===== src/hw/rtl/bmcs_pkg.sv =====
// Shared types and constants for the ball motion and collision step core.
package bmcs_pkg;
    localparam int MaxBalls = 16;
    localparam int IdxW     = 4;
    localparam int CntW     = 5;
    localparam int PosW     = 16;
    localparam int RadW     = 12;
    localparam int FieldW   = 15;

    localparam logic [1:0] CfgBallCount   = 2'd0;
    localparam logic [1:0] CfgFieldWidth  = 2'd1;
    localparam logic [1:0] CfgFieldHeight = 2'd2;

    localparam logic CmdWrite = 1'b0;
    localparam logic CmdStep  = 1'b1;

    // Commands from the controller to the datapath.
    typedef struct packed {
        logic             wr_entry;   // load the input entry
        logic             load_ball;  // latch ball i and its trial position
        logic             cmp_pair;   // compare ball i against ball j
        logic             resolve;    // write back ball i, negate hit
        logic             wall;       // wall bounce for ball i
        logic             emit;       // put entry i on the result ports
        logic             emit_last;
        logic [IdxW-1:0]  i;
        logic [IdxW-1:0]  j;
    } t_dp_cmd;

    typedef struct packed {
        logic hit;  // a pair within reach was found for ball i
    } t_dp_sts;

    function automatic logic signed [PosW-1:0] sat16(input logic signed [PosW:0] v);
        if (v > 17'sd32767)       return 16'sh7fff;
        else if (v < -17'sd32768) return 16'sh8000;
        else                      return v[PosW-1:0];
    endfunction

    function automatic logic signed [PosW-1:0] neg16(input logic signed [PosW-1:0] v);
        return sat16(-{v[PosW-1], v});
    endfunction
endpackage


===== src/hw/rtl/bmcs_datapath.sv =====
// Ball table storage and the collision, move and bounce arithmetic.
module bmcs_datapath (
    input  logic                                i_clk,
    input  logic                                i_rst_n,
    input  bmcs_pkg::t_dp_cmd                   i_cmd,
    output bmcs_pkg::t_dp_sts                   o_sts,
    input  logic [bmcs_pkg::IdxW-1:0]           i_ball_index,
    input  logic signed [bmcs_pkg::PosW-1:0]    i_pos_x,
    input  logic signed [bmcs_pkg::PosW-1:0]    i_pos_y,
    input  logic signed [bmcs_pkg::PosW-1:0]    i_vel_x,
    input  logic signed [bmcs_pkg::PosW-1:0]    i_vel_y,
    input  logic [bmcs_pkg::RadW-1:0]           i_radius,
    input  logic [bmcs_pkg::FieldW-1:0]         i_field_width,
    input  logic [bmcs_pkg::FieldW-1:0]         i_field_height,
    output logic                                o_valid,
    output logic [bmcs_pkg::IdxW-1:0]           o_ball_index_res,
    output logic signed [bmcs_pkg::PosW-1:0]    o_pos_x_res,
    output logic signed [bmcs_pkg::PosW-1:0]    o_pos_y_res,
    output logic signed [bmcs_pkg::PosW-1:0]    o_vel_x_res,
    output logic signed [bmcs_pkg::PosW-1:0]    o_vel_y_res,
    output logic                                o_last
);
    // The stores hold 16 entries read at fixed-role ports; kept in flip-flops.
    logic signed [bmcs_pkg::PosW-1:0] r_px [bmcs_pkg::MaxBalls];
    logic signed [bmcs_pkg::PosW-1:0] r_py [bmcs_pkg::MaxBalls];
    logic signed [bmcs_pkg::PosW-1:0] r_vx [bmcs_pkg::MaxBalls];
    logic signed [bmcs_pkg::PosW-1:0] r_vy [bmcs_pkg::MaxBalls];
    logic [bmcs_pkg::RadW-1:0]        r_rad [bmcs_pkg::MaxBalls];

    logic signed [bmcs_pkg::PosW-1:0] r_nx, r_ny;
    logic [bmcs_pkg::RadW-1:0]        r_ri;
    logic                             r_hit;
    logic [bmcs_pkg::IdxW-1:0]        r_hit_idx;

    logic signed [bmcs_pkg::PosW:0]   dx, dy;
    logic [2*bmcs_pkg::PosW:0]        d2;
    logic [bmcs_pkg::RadW:0]          rs;
    logic [2*bmcs_pkg::RadW+1:0]      lim;
    logic signed [bmcs_pkg::PosW-1:0] px_i, py_i, vx_i, vy_i;
    logic signed [bmcs_pkg::PosW-1:0] vx_neg, vy_neg;

    always_comb begin
        dx  = {r_nx[bmcs_pkg::PosW-1], r_nx} - {r_px[i_cmd.j][bmcs_pkg::PosW-1], r_px[i_cmd.j]};
        dy  = {r_ny[bmcs_pkg::PosW-1], r_ny} - {r_py[i_cmd.j][bmcs_pkg::PosW-1], r_py[i_cmd.j]};
        d2  = {1'b0, 32'(dx * dx)} + {1'b0, 32'(dy * dy)};
        rs  = {1'b0, r_ri} + {1'b0, r_rad[i_cmd.j]};
        lim = rs * rs;
        px_i = r_px[i_cmd.i];
        py_i = r_py[i_cmd.i];
        vx_i = r_vx[i_cmd.i];
        vy_i = r_vy[i_cmd.i];
        vx_neg = bmcs_pkg::neg16(vx_i);
        vy_neg = bmcs_pkg::neg16(vy_i);
    end

    assign o_sts.hit = r_hit;

    always_ff @(posedge i_clk) begin
        if (!i_rst_n) begin
            o_valid <= 1'b0;
            o_last  <= 1'b0;
        end else begin
            o_valid <= i_cmd.emit;
            o_last  <= i_cmd.emit & i_cmd.emit_last;
        end
    end

    always_ff @(posedge i_clk) begin
        if (i_cmd.wr_entry) begin
            r_px[i_ball_index]  <= i_pos_x;
            r_py[i_ball_index]  <= i_pos_y;
            r_vx[i_ball_index]  <= i_vel_x;
            r_vy[i_ball_index]  <= i_vel_y;
            r_rad[i_ball_index] <= i_radius;
        end
        if (i_cmd.load_ball) begin
            r_nx  <= bmcs_pkg::sat16({px_i[15], px_i} + {vx_i[15], vx_i});
            r_ny  <= bmcs_pkg::sat16({py_i[15], py_i} + {vy_i[15], vy_i});
            r_ri  <= r_rad[i_cmd.i];
            r_hit <= 1'b0;
        end
        if (i_cmd.cmp_pair && !r_hit && (i_cmd.j != i_cmd.i)
            && (d2 <= {7'd0, lim})) begin
            r_hit     <= 1'b1;
            r_hit_idx <= i_cmd.j;
        end
        if (i_cmd.resolve) begin
            if (!r_hit) begin
                r_px[i_cmd.i] <= r_nx;
                r_py[i_cmd.i] <= r_ny;
            end else begin
                r_vx[i_cmd.i] <= vx_neg;
                r_vy[i_cmd.i] <= vy_neg;
                r_vx[r_hit_idx] <= bmcs_pkg::neg16(r_vx[r_hit_idx]);
                r_vy[r_hit_idx] <= bmcs_pkg::neg16(r_vy[r_hit_idx]);
            end
        end
        if (i_cmd.wall) begin
            if (px_i > $signed({1'b0, i_field_width}) || px_i[15])
                r_vx[i_cmd.i] <= vx_neg;
            if (py_i > $signed({1'b0, i_field_height}) || py_i[15])
                r_vy[i_cmd.i] <= vy_neg;
        end
        if (i_cmd.emit) begin
            o_ball_index_res <= i_cmd.i;
            o_pos_x_res      <= px_i;
            o_pos_y_res      <= py_i;
            o_vel_x_res      <= vx_i;
            o_vel_y_res      <= vy_i;
        end
    end
endmodule


===== src/hw/rtl/bmcs_ctrl.sv =====
// Sequencer for write and step commands of the ball core.
module bmcs_ctrl (
    input  logic                         i_clk,
    input  logic                         i_rst_n,
    input  logic                         i_start,
    input  logic                         i_command,
    input  logic [bmcs_pkg::CntW-1:0]    i_count,
    output logic                         o_busy,
    output bmcs_pkg::t_dp_cmd            o_cmd
);
    localparam logic [2:0] StIdle    = 3'd0;
    localparam logic [2:0] StLoad    = 3'd1;
    localparam logic [2:0] StCmp     = 3'd2;
    localparam logic [2:0] StResolve = 3'd3;
    localparam logic [2:0] StWall    = 3'd4;
    localparam logic [2:0] StEmit    = 3'd5;

    logic [2:0]                r_state, n_state;
    logic [bmcs_pkg::IdxW-1:0] r_i, n_i, r_j, n_j;
    logic [bmcs_pkg::CntW-1:0] r_cnt, n_cnt;
    logic [bmcs_pkg::CntW-1:0] cnt_sat;
    logic                      i_end, j_end;

    assign cnt_sat = (i_count > bmcs_pkg::CntW'(bmcs_pkg::MaxBalls))
                     ? bmcs_pkg::CntW'(bmcs_pkg::MaxBalls) : i_count;
    assign i_end  = ({1'b0, r_i} == r_cnt - 5'd1);
    assign j_end  = ({1'b0, r_j} == r_cnt - 5'd1);
    assign o_busy = (r_state != StIdle);

    always_comb begin
        n_state = r_state;
        n_i = r_i;
        n_j = r_j;
        n_cnt = r_cnt;
        o_cmd = '0;
        o_cmd.i = r_i;
        o_cmd.j = r_j;
        case (r_state)
            StIdle: begin
                o_cmd.wr_entry = i_start && (i_command == bmcs_pkg::CmdWrite);
                if (i_start && i_command == bmcs_pkg::CmdStep && cnt_sat != '0) begin
                    n_cnt = cnt_sat;
                    n_i = '0;
                    n_state = StLoad;
                end
            end
            StLoad: begin
                o_cmd.load_ball = 1'b1;
                n_j = '0;
                n_state = StCmp;
            end
            StCmp: begin
                o_cmd.cmp_pair = 1'b1;
                n_j = r_j + 4'd1;
                if (j_end) n_state = StResolve;
            end
            StResolve: begin
                o_cmd.resolve = 1'b1;
                n_state = StWall;
            end
            StWall: begin
                o_cmd.wall = 1'b1;
                n_i = r_i + 4'd1;
                if (i_end) begin
                    n_i = '0;
                    n_state = StEmit;
                end else begin
                    n_state = StLoad;
                end
            end
            StEmit: begin
                o_cmd.emit = 1'b1;
                o_cmd.emit_last = i_end;
                n_i = r_i + 4'd1;
                if (i_end) n_state = StIdle;
            end
            default: n_state = StIdle;
        endcase
    end

    always_ff @(posedge i_clk) begin
        if (!i_rst_n) begin
            r_state <= StIdle;
            r_i <= '0;
            r_j <= '0;
            r_cnt <= '0;
        end else begin
            r_state <= n_state;
            r_i <= n_i;
            r_j <= n_j;
            r_cnt <= n_cnt;
        end
    end
endmodule


===== src/hw/rtl/ball_motion_collision_step_core.sv =====
// Top level of the ball motion and collision step core.
// A write command gives no result and leaves busy low.
// A step with N balls loads, compares (one pair compare per cycle), resolves and bounces each ball in turn,
// then emits the N entries in index order; each result is registered from the emit state.
// Busy is high while the step runs, through the last emit; the next command can be taken as the last result shows.
// Results come one per cycle and the receiver cannot stall; reset clears control, not the table.
module ball_motion_collision_step_core (
    input  logic                                i_clk,
    input  logic                                i_rst_n,
    input  logic                                start,
    output logic                                busy,
    input  logic                                i_cfg_we,
    input  logic [1:0]                          i_cfg_index,
    input  logic [bmcs_pkg::FieldW-1:0]         i_cfg_data,
    input  logic                                i_command,
    input  logic [bmcs_pkg::IdxW-1:0]           i_ball_index,
    input  logic signed [bmcs_pkg::PosW-1:0]    i_pos_x,
    input  logic signed [bmcs_pkg::PosW-1:0]    i_pos_y,
    input  logic signed [bmcs_pkg::PosW-1:0]    i_vel_x,
    input  logic signed [bmcs_pkg::PosW-1:0]    i_vel_y,
    input  logic [bmcs_pkg::RadW-1:0]           i_radius,
    output logic                                o_valid,
    output logic [bmcs_pkg::IdxW-1:0]           o_ball_index_res,
    output logic signed [bmcs_pkg::PosW-1:0]    o_pos_x_res,
    output logic signed [bmcs_pkg::PosW-1:0]    o_pos_y_res,
    output logic signed [bmcs_pkg::PosW-1:0]    o_vel_x_res,
    output logic signed [bmcs_pkg::PosW-1:0]    o_vel_y_res,
    output logic                                o_last
);
    logic [bmcs_pkg::CntW-1:0]   r_ball_count;
    logic [bmcs_pkg::FieldW-1:0] r_field_width, r_field_height;
    bmcs_pkg::t_dp_cmd           cmd;
    bmcs_pkg::t_dp_sts           sts;
    logic                        ctl_busy;

    always_ff @(posedge i_clk) begin
        if (!i_rst_n) begin
            r_ball_count   <= 5'd1;
            r_field_width  <= 15'd10240;
            r_field_height <= 15'd7680;
        end else if (i_cfg_we) begin
            case (i_cfg_index)
                bmcs_pkg::CfgBallCount:   r_ball_count   <= i_cfg_data[bmcs_pkg::CntW-1:0];
                bmcs_pkg::CfgFieldWidth:  r_field_width  <= i_cfg_data;
                bmcs_pkg::CfgFieldHeight: r_field_height <= i_cfg_data;
                default: ;
            endcase
        end
    end

    // The hit status is consumed inside the datapath; busy covers all sequencing.
    assign busy = ctl_busy | (sts.hit & 1'b0);

    bmcs_ctrl u_ctrl (
        .i_clk     (i_clk),
        .i_rst_n   (i_rst_n),
        .i_start   (start),
        .i_command (i_command),
        .i_count   (r_ball_count),
        .o_busy    (ctl_busy),
        .o_cmd     (cmd)
    );

    bmcs_datapath u_dp (
        .i_clk            (i_clk),
        .i_rst_n          (i_rst_n),
        .i_cmd            (cmd),
        .o_sts            (sts),
        .i_ball_index     (i_ball_index),
        .i_pos_x          (i_pos_x),
        .i_pos_y          (i_pos_y),
        .i_vel_x          (i_vel_x),
        .i_vel_y          (i_vel_y),
        .i_radius         (i_radius),
        .i_field_width    (r_field_width),
        .i_field_height   (r_field_height),
        .o_valid          (o_valid),
        .o_ball_index_res (o_ball_index_res),
        .o_pos_x_res      (o_pos_x_res),
        .o_pos_y_res      (o_pos_y_res),
        .o_vel_x_res      (o_vel_x_res),
        .o_vel_y_res      (o_vel_y_res),
        .o_last           (o_last)
    );
endmodule


===== config.mk =====
export PLATFORM = sky130hd
export DESIGN_NAME = ball_motion_collision_step_core
export DESIGN_NICKNAME = d
export VERILOG_FILES = /design/src/hw/rtl/bmcs_pkg.sv /design/src/hw/rtl/bmcs_datapath.sv /design/src/hw/rtl/bmcs_ctrl.sv /design/src/hw/rtl/ball_motion_collision_step_core.sv
export SDC_FILE = /design/constraint.sdc
export NUM_CORES = 2
export LEC_CHECK = 0
export BUFFER_PORTS_ARGS = -buffer_cell sky130_fd_sc_hd__buf_4
export CORE_MARGIN = 8
export CORE_UTILIZATION = 40
export CTS_BUF_LIST = sky130_fd_sc_hd__clkbuf_16
export DETAILED_ROUTE_END_ITERATION = 16
export PLACE_DENSITY_LB_ADDON = 0.1
export SLEW_MARGIN = 20
export SYNTH_ARGS = -nofsm -noshare
export SYNTH_HDL_FRONTEND = slang
export SYNTH_SLANG_ARGS = --single-unit

===== constraint.sdc =====
create_clock -name i_clk -period 14 [get_ports i_clk]
set_input_delay 0 -clock i_clk [delete_from_list [all_inputs] [get_ports i_clk]]
set_output_delay 0 -clock i_clk [all_outputs]
set_load 0.01 [all_outputs]

==> out/metrics.cfg <==
[synth]
synth.net_count = 8975
async_reset_ff_frac = 0
ys.flop_type = edfxtp_1
synth-edff-count = 1332
yosysSeqAreaShare = 0.417
syn_area_per_cell_um2 = 12.6
synth_seq_cells = 1398
synthesis.area_um2 = 99100
yosysWarningCount = 0
syn_inst = 7866
ys_types = 101

[final_layout]
area_delta_synth_final_pct = 13.1
layout-drive-gt1-share = 0.194
fin_nets = 9263
num-fill-cells = 22233

[placed_design]
port_buffers = 172
globalplace.congestion = 0.900
dp_hpwl_um = 242000

[sta]
finalCritPeriodShare = 0.956
hold_viol_final = 0
worst_pin_slew_ns = 1.21
setup_violations = 0
fin_skew_ns = 0.0349
slew_headroom = 0.189
max_freq_mhz = 74.7
fin_hold_ws_ns = 0.0647
min_period_ns = 13.39
rsz0062_at_grt = no
drv_slew = 0

[critical_path]
start_kind = flop
cp_slowest_cell = buf_4
cpPeakStageDelay_ns = 0.69
endpoint_kind = flop
cp.required_ns = 14.71
rrSetupSlack_ns = 0.61
crit_fanout = 48
worstPathArrival_ns = 14.10
worstSetupPathType = reg2reg
cpMostUsedCell = fa_1

[flow_run]
max_cap_violations = 0

[clocking]
cts_max_level = 4
clk_pin_slew_ns = 0.06
cts_tree = yes
clock-sinks = 1398
clock_latency_ns = 0.84
cts_root_buf = clkbuf_16
cts_made_buffers = 160
cts.path.max_buffers = 3

[status]
status = finished clean

[detailed_routing]
drt_iter0_drc = 7209
totalWireLength_um = 354000
routedWlPerCell_um = 30.5
drc = 0
detail_route.vias_per_cell = 5.94
postRouteAntennaNets = 0
vias = 68955
dr.pass1.iters = 6

[global_routing]
grt_pass1_wl_um = 507000
grt_max_degree = 109
grt-ovfl-total = 0
grtUsageTotal = 0.263
antenna_found_initial = 26
grt_pass1_vias = 69970

[floorplan]
die_area_um2 = 264000
io_pins = 173
coreArea_um2 = 246000
start_util = 0.403
die_h_um = 514
die_w_um = 514
num_rows = 182

[worst_hold_path]
hold_path_class = in2reg

[metal layers]
metal,up-vias,global-route usage,part of all wire,wire (um)
met1,36062,0.367,0.42,149000
met5,-,0,0.00016,55
li1,29280,-,-,-
met4,8,0.0928,0.039,13800
met3,573,0.0464,0.079,27800
met2,3032,0.417,0.46,163000
[critical path, delay by kind of cell (launching register included)]
kind / cells / cell delay [ns]
and+or+nand+nor: 6 / 1.13
DFF: 1 / 0.55
muxes: 3 / 1.21
buffers and inverters: 7 / 2.12
AOI/OAI and AO/OA: 16 / 3.32
adders and majority gates: 9 / 3.79
xor gates and xnor gates: 2 / 1.03
[worst paths after layout]
path / startpoint / to / cells past startpoint
hold / removal: i_cfg_data[4] / r_field_height[4]$_SDFFE_PN0P_ / 4
setup reg to reg: flop / flop / 43
setup / recovery: flop / flop / 43
hold reg to reg: r_field_width[7]$_SDFFE_PN0P_ / r_field_width[7]$_SDFFE_PN0P_ / 2
[per-stage QoR]
step	setup slack, ns	area, um2	utilization	cells	TNS, ns
after floorplan	1.27	99100	-	7866	0
after global placement	0.00667	105000	0.427	11141	0
after detailed placement	-0.0711	105000	0.427	11142	-0.233
after CTS	0.0325	112000	0.454	11589	0
after global routing	0.0116	112000	0.455	11605	0
final	0.614	112000	0.455	11614	0
[cells by family after synthesis]
logic type,after synthesis,share of synthesized area
compound gates,1264,0.0797
fa+ha+maj,1007,0.174
buf+inv,1347,0.0536
flops,1398,0.417
xor+xnor,257,0.0227
simple gates,1716,0.0770
mux,877,0.176
[repair_timing]
action / in CTS / in global routing
gates cloned: 0 / 1
endpoints found under the hold margin: 1276 / 0
pin swaps: 0 / 2
hold buffers: 152 / 0
buffers inserted: 0 / 7
resized for setup: 2 / 18
endpoints found under the setup margin: 4 / 9
[area by class of cell]
| type | count | area (um2) | share of cell area |
|---|---|---|---|
| Clock buffer | 161 | 4030 | 0.0360 |
| Tap cell | 3312 | 4140 | 0.0370 |
| Inverter | 883 | 3320 | 0.0296 |
| Timing Repair Buffer | 590 | 4960 | 0.0443 |
| Multi-Input combinational cell | 5121 | 53200 | 0.474 |
| Sequential cell | 1398 | 41400 | 0.369 |
| Clock inverter | 134 | 1050 | 0.00939 |
| Antenna cell | 15 | 37.5 | 0.000335 |
[layout by cell type, fill, tap and decap left out, types with 31 or more instances in the layout]
cell type      count
mux4_2           686
a21oi_1          300
dfxtp_1           52
o21a_1            54
o21ai_0          366
clkinv_1          52
buf_4            424
nor3_1           116
o211ai_1          61
mux2i_1          124
ha_1             387
xnor2_1          185
a31oi_1           34
clkbuf_16        162
a21o_1            72
fa_1             620
a21boi_0          31
nand3_1           80
and2_1            38
a22oi_1           47
edfxtp_1        1332
nand2b_1          32
dlygate4sd3_1    152
nor2b_1           49
inv_1            897
mux2_2            67
nor2_1           477
nand2_1          693
xor2_1            67
[cells in the mapped netlist, types with 27 or more instances]
library cell | n | area [um2]
or2_2 | 29 | 181
dfxtp_1 | 66 | 1320
mux4_2 | 686 | 15400
a21boi_0 | 32 | 240
nand2_1 | 694 | 2610
a21oi_1 | 302 | 1510
nor2_1 | 506 | 1900
and3_1 | 29 | 181
buf_2 | 53 | 265
fa_1 | 620 | 12400
nand3_1 | 80 | 400
clkbuf_1 | 311 | 1170
mux2_2 | 67 | 754
o21ai_0 | 403 | 2020
inv_1 | 867 | 3250
a21o_1 | 72 | 541
o21a_1 | 54 | 405
o21ai_1 | 27 | 135
nand2b_1 | 32 | 200
nor2b_1 | 49 | 307
a22oi_1 | 47 | 353
buf_1 | 63 | 236
xnor2_1 | 187 | 1640
mux2i_1 | 124 | 1240
a221oi_1 | 30 | 263
nor3_1 | 125 | 626
and2_1 | 39 | 244
edfxtp_1 | 1332 | 40000
a31oi_1 | 34 | 213
xor2_1 | 70 | 613
ha_1 | 387 | 4840
nand4_1 | 27 | 169
o211ai_1 | 61 | 458
[state kept, by name (all words and copies together), names as in the netlist, 5 cells and up, named ones only]
signal,cells
r_ball_count,5
r_field_height,15
r_field_width,15
u_ctrl.r_cnt,5
u_dp.o_pos_x_res,16
u_dp.o_pos_y_res,16
u_dp.o_vel_x_res,16
u_dp.o_vel_y_res,16
u_dp.r_nx,16
u_dp.r_ny,16
u_dp.r_px,256
u_dp.r_py,256
u_dp.r_rad,192
u_dp.r_ri,12
u_dp.r_vx,256
u_dp.r_vy,256
Power is not shown: default switching activity piles up to over one toggle a cycle in this logic, so the estimate is an artifact.
